===== config.mk =====
export PLATFORM = sky130hd
export DESIGN_NAME = frl_div
export DESIGN_NICKNAME = d
export VERILOG_FILES = /design/src/rtl/frl_div.sv
export SDC_FILE = /design/constraint.sdc
export NUM_CORES = 2
export LEC_CHECK = 0
export BUFFER_PORTS_ARGS = -buffer_cell sky130_fd_sc_hd__buf_4
export CELL_PAD_IN_SITES_DETAIL_PLACEMENT = 0
export CELL_PAD_IN_SITES_GLOBAL_PLACEMENT = 1
export CORE_ASPECT_RATIO = 1.75
export CORE_UTILIZATION = 40
export DETAILED_ROUTE_END_ITERATION = 6
export MAX_ROUTING_LAYER = met4
export PLACE_DENSITY = 0.66
export SYNTH_ARGS = -nofsm -noshare
export SYNTH_HDL_FRONTEND = slang
export SYNTH_SLANG_ARGS = --single-unit

===== constraint.sdc =====
create_clock -name clk -period 5.6 [get_ports clk]
set_input_delay 1.12 -clock clk [delete_from_list [all_inputs] [get_ports clk]]
set_output_delay 1.12 -clock clk [all_outputs]
set_load 0.005 [all_outputs]

===== src/rtl/frl_div.sv =====
// ----------------------------------------------------------------------------
// Pipelined restoring divider
// One quotient bit per stage; a new item may enter in every cycle.
// ----------------------------------------------------------------------------
module frl_div #(
	parameter int NW = 62,
	parameter int DW = 32,
	parameter int QW = 31,
	parameter int TW = 1
) (
	input  logic          clk,
	input  logic          arst_n,
	input  logic          valid_i,
	input  logic [NW-1:0] num_i,
	input  logic [DW-1:0] den_i,
	input  logic [TW-1:0] tag_i,
	output logic          valid_o,
	output logic [QW-1:0] quo_o,
	output logic [TW-1:0] tag_o
);

	logic          valid_s [1:QW];
	logic [DW-1:0] rem_s   [1:QW];
	logic [QW-1:0] low_s   [1:QW];
	logic [QW-1:0] quo_s   [1:QW];
	logic [DW-1:0] den_s   [1:QW];
	logic [TW-1:0] tag_s   [1:QW];

	for (genvar k = 0; k < QW; k++) begin : g_step
		logic          cur_valid;
		logic [DW-1:0] cur_rem;
		logic [QW-1:0] cur_low;
		logic [QW-1:0] cur_quo;
		logic [DW-1:0] cur_den;
		logic [TW-1:0] cur_tag;
		logic [DW:0]   shifted;
		logic [DW:0]   diff;
		logic          ge;

		if (k == 0) begin : g_first
			// The high numerator bits stay below the divisor for every valid item.
			assign cur_valid = valid_i;
			assign cur_rem   = DW'(num_i[NW-1:QW]);
			assign cur_low   = num_i[QW-1:0];
			assign cur_quo   = '0;
			assign cur_den   = den_i;
			assign cur_tag   = tag_i;
		end else begin : g_next
			assign cur_valid = valid_s[k];
			assign cur_rem   = rem_s[k];
			assign cur_low   = low_s[k];
			assign cur_quo   = quo_s[k];
			assign cur_den   = den_s[k];
			assign cur_tag   = tag_s[k];
		end

		assign shifted = {cur_rem, cur_low[QW-1]};
		assign diff    = shifted - {1'b0, cur_den};
		assign ge      = !diff[DW];

		always_ff @(posedge clk or negedge arst_n) begin
			if (!arst_n) begin
				valid_s[k+1] <= 1'b0;
			end else begin
				valid_s[k+1] <= cur_valid;
			end
		end

		always_ff @(posedge clk) begin
			rem_s[k+1] <= ge ? diff[DW-1:0] : shifted[DW-1:0];
			low_s[k+1] <= {cur_low[QW-2:0], 1'b0};
			quo_s[k+1] <= {cur_quo[QW-2:0], ge};
			den_s[k+1] <= cur_den;
			tag_s[k+1] <= cur_tag;
		end
	end

	assign valid_o = valid_s[QW];
	assign quo_o   = quo_s[QW];
	assign tag_o   = tag_s[QW];

endmodule


# After elaboration in Yosys (flattened, before gate mapping)
# Memories as Yosys holds them, arrays and structs flattened.
# Cells that the tools add are included.
# word_totals
regBits	31
latch_bits	0
mem_bits_rw	3906
rom_bits	0
input_bits	98
out_inout_bits	33
memories	5
# mem_list
memory	depth	width	rd	rd_clocked_by_memory_dff	write_ports	line_no	source
den_s	31	32	30	0	31	26	logic [DW-1:0] den_s [1:QW];
rem_s	31	32	30	0	31	23	logic [DW-1:0] rem_s [1:QW];
quo_s	31	31	31	0	31	25	logic [QW-1:0] quo_s [1:QW];
low_s	31	30	30	0	31	24	logic [QW-1:0] low_s [1:QW];
tag_s	31	1	31	0	31	27	logic [TW-1:0] tag_s [1:QW];
# op_classes
addsub	31
multipliers	0
div	0
order_cmp	0
n_eq_ne	0
shifts	0
muxes	31
bitwise_logic	0
reduce_logical	31
# ops
op	count
$mux W32	31
$sub A33 B32 Y33	30
$sub A32 B32 Y33	1
$logic_not A1 Y1	31

# Depth between registers and ports, before layout
# An unclocked memory read counts as a cell.
# depth
depth_word	3
depth_mapped	16
ltp_nobuf	15

# Worst setup path after synthesis
# OpenSTA, ideal clock, no wires.
# synth_path
kind	input port to flip-flop
startpoint	input port num_i[30]
endpoint	register rem_s[0][35] (netlist name)
setup_ps	123
arrival_time_ps	4038
required_ps	5477
slack_ps	1439
path_stages	15
path_cell_list	inv_1 -> ha_1 -> fa_1 -> nor2b_1 -> o2111ai_1 -> a31oi_1 -> a221oi_1 -> o21a_1 -> o31ai_1 -> a21oi_1 -> o21ai_0 -> a21oi_1 -> inv_1 -> clkbuf_1 -> mux2_1
# synth_lines
item	line_no	source
from (decl)	14	input logic [NW-1:0] num_i,

==> reports/metrics.yaml <==
crit_arrival_ns: 6.13
grt_start_max_net_pins: 65
swShare_pct: 37.48
critPathMaxStageDelay_ns: 0.72
vdd_drop_max_mv: 0.4082
fin_crit_sh_pct: 95.90
final_antenna_net_count: 0
numCtsBuffers: 286
power.density_nw_per_um2: 725.8
die_area_um2: 303200
fmax_ghz: 0.1862
slew_violations: 0
antenna_found_initial: 10
fin_tns_setup_ns: 0
die_x_um: 416.7
critical_path.endpoint_type: "flip-flop"
routed_via_density: 5.091
fillers: 28260
port_buffers: 130
finalClockSkew_ns: 0.08416
postCtsResizedCells: 0
grtUsageTotal_pct: 20.29
p_int_mw: 62.08
grt-ovfl-total: 0
die_h_um: 727.7
max-cap-violations: 0
initial_core_util_pct: 40.19
slowest_stage: "dfxtp_1"
syn2layout_area_growth_pct: 13.65
cts-root-buf: "clkbuf_16"
cts_tree: "done"
cp.required_ns: 6.36
insertion_delay_ns: 0.89
postCtsSetupBuffers: 0
status: "finished, violations left"
startpoint_type: "flip-flop"
hold_violations: 0
final_common_cell: "dfxtp_1"
ys_warn_count: 0
drc: 1
clock_power_share_pct: 20.2
synth.top_cell.area_share_pct: 48.43
criticalPathCategory: "flip-flop to flip-flop"
hold_slack_ns: 0.1496
ctsHoldBuffers: 0
finalSetupViolCount: 0
grt_use_met1_pct: 12.32
drive_gt1_share_pct: 11.98
hp-class: "input port to asynchronous set/reset pin"
worst_pin_slew_ns: 1.126
grt_pass1_wl_mm: 467.1
synth_cell_types: 94
netlist_area_um2: 120400
path_max_fanout: 46
seqPwrFrac_pct: 31.0
htreeDepth: 5
grt.met3_usage_pct: 2.295
p_switching_mw: 37.22
ys_ff_latch: 2943
postLayoutCoreUtil_pct: 45.68
layout_common_cells: "dfxtp_1, inv_1, ha_1"
fin_crit_ns: 5.371
dp_hpwl_mm: 243.5
synth.avg_cell_area_um2: 10.22
top_level_ports: 131
synth_edf_count: 0
vias: 83010
max-clock-path-buffers: 4
place_congestion: 0.9283
crit_chain: "ha_1 > fa_1 > nor2b_1 > nor3_1 > o211ai_1 > a32o_1 > a31oi_1 > buf_4 > a21oi_1 > a31o_2 > and3_1 > or3_2 > buf_12 > nor2_1 > a21oi_1 > buf_4"
top_usage_layer: "met2"
drt_wl_total_mm: 301.8
grt_use_met2_pct: 45.14
nets: 13230
slew_headroom_pct: 23.00
syn_nets: 12890
yosys.area.top_type: "dfxtp_1"
power.share.combinational_pct: 48.8
violations: "design-rule violations"
path_clk_slew_ns: 0.07
cts_sinks: 2943
initialDrtViolationCount: 2627
grt_pass1_vias: 90610
ys_seq_area_share_pct: 49.07
dr.pass1.iters: 7
num_rows: 266
rsz0062_at_grt: "false"
wl_per_cell_um: 18.51
syn_inst: 11770
synth_area_leaders: "dfxtp_1, ha_1, mux2_2"
p_leak_nw: 62.77
async_flop_share_pct: 1.053
core_area_um2: 299500
synth_ff_type: "dfxtp_1"
==> registers in the layout, summed over array words and instances (netlist names) <==
name / flops
den_s: 960
rem_s: 960
quo_s: 496
low_s: 465
tag_s: 31
g_step.cur_valid: 30
valid_o: 1
==> final cells by class <==
| type | count | area [µm²] | share of cell area, % |
|---|---|---|---|
| antenna | 109 | 272.8 | 0.1994 |
| tap | 3886 | 4862 | 3.554 |
| inverter | 1213 | 4553 | 3.328 |
| timing repair buffer | 261 | 2285 | 1.670 |
| multi-input combinational | 7401 | 56090 | 40.99 |
| clock inverter | 104 | 1519 | 1.110 |
| clock buffer | 388 | 8167 | 5.969 |
| sequential | 2943 | 59070 | 43.18 |
==> metrics by stage <==
stage / power [mW] / area (µm²) / cells / worst slack, ns
after global placement: 79.10 / 126900 / 15700 / 0.2664
after floorplan: 65.99 / 120400 / 11770 / 1.439
after global routing: 106.3 / 136800 / 16310 / 0.06799
after detailed placement: 80.02 / 126900 / 15700 / 0.2851
after CTS: 100.7 / 136500 / 16200 / 0.2422
final: 99.30 / 136800 / 16310 / 0.2294
==> cells in the mapped netlist (20+ instances only) <==
cell type  number
a211o_1        37
a211oi_1       62
a21boi_0       27
a21o_1        441
a21oi_1       960
a31o_2         25
a31oi_1        84
a41oi_1        20
and2_1         39
and3_1         80
buf_2          53
clkbuf_1      134
dfrtp_1        31
dfxtp_1      2912
fa_1           30
ha_1          991
inv_1        1213
mux2_2        632
mux2_4         27
mux2i_1        57
nand2_1       511
nand2b_1      129
nand3_1       174
nand4_1        85
nor2_1        593
nor2b_1       149
nor3_1         96
o211ai_1       43
o21a_1        148
o21ai_0       564
o21bai_1       84
o31a_1         40
o31ai_1        67
or2_2          27
or3_1          28
xnor2_1       526
xor2_1        298
==> power groups by stage <==
stage / combinational, mW / clock (mW) / sequential, mW
global placement: 47.8 / 0 / 31.3
floorplan: 36.1 / 0 / 29.9
finish: 48.5 / 20.0 / 30.8
detailed placement: 48.7 / 0 / 31.3
CTS: 49.0 / 20.8 / 30.9
global route: 53.3 / 21.5 / 31.5
==> worst max-delay path, delay by kind of cell, from the launching register on <==
kind / cells / cell delay, ns
compound gates: 6 / 1.29
flops: 1 / 0.72
simple gates: 5 / 1.37
buf+inv: 3 / 0.59
fa+ha+maj: 2 / 1.17
==> routing by layer <==
| layer | vias to the layer above | wire [µm] |
|---|---|---|
| li1 | 41220 | - |
| met5 | - | 0 |
| met4 | 0 | 28090 |
| met3 | 939 | 7405 |
| met2 | 1312 | 189800 |
| met1 | 39550 | 76460 |
==> cells by family after synthesis <==
| group | Yosys count | share of synthesized area, % |
|---|---|---|
| compound gates | 2825 | 14.75 |
| xor+xnor | 829 | 6.063 |
| fa+ha+maj | 1021 | 10.80 |
| buf+inv | 1430 | 4.567 |
| flops | 2943 | 49.07 |
| mux | 726 | 6.816 |
| simple gates | 2000 | 7.932 |
==> path summary, 6_finish.rpt <==
path | slack (ns) | cells after the start | start | to
min | 0.15 | 1 | arst_n | g_step[9].cur_valid
max reg2reg | 0.23 | 16 | den_s[1][288] | rem_s[1][328]
max | 0.23 | 16 | den_s[1][288] | rem_s[1][328]
max in group asynchronous | 5.16 | 1 | arst_n | g_step[29].cur_valid
min in group clk | 0.25 | 0 | low_s[0][169] | low_s[0][200]
min reg2reg | 0.25 | 0 | low_s[0][169] | low_s[0][200]
No activity file was read; power rests on OpenSTA's default activity.
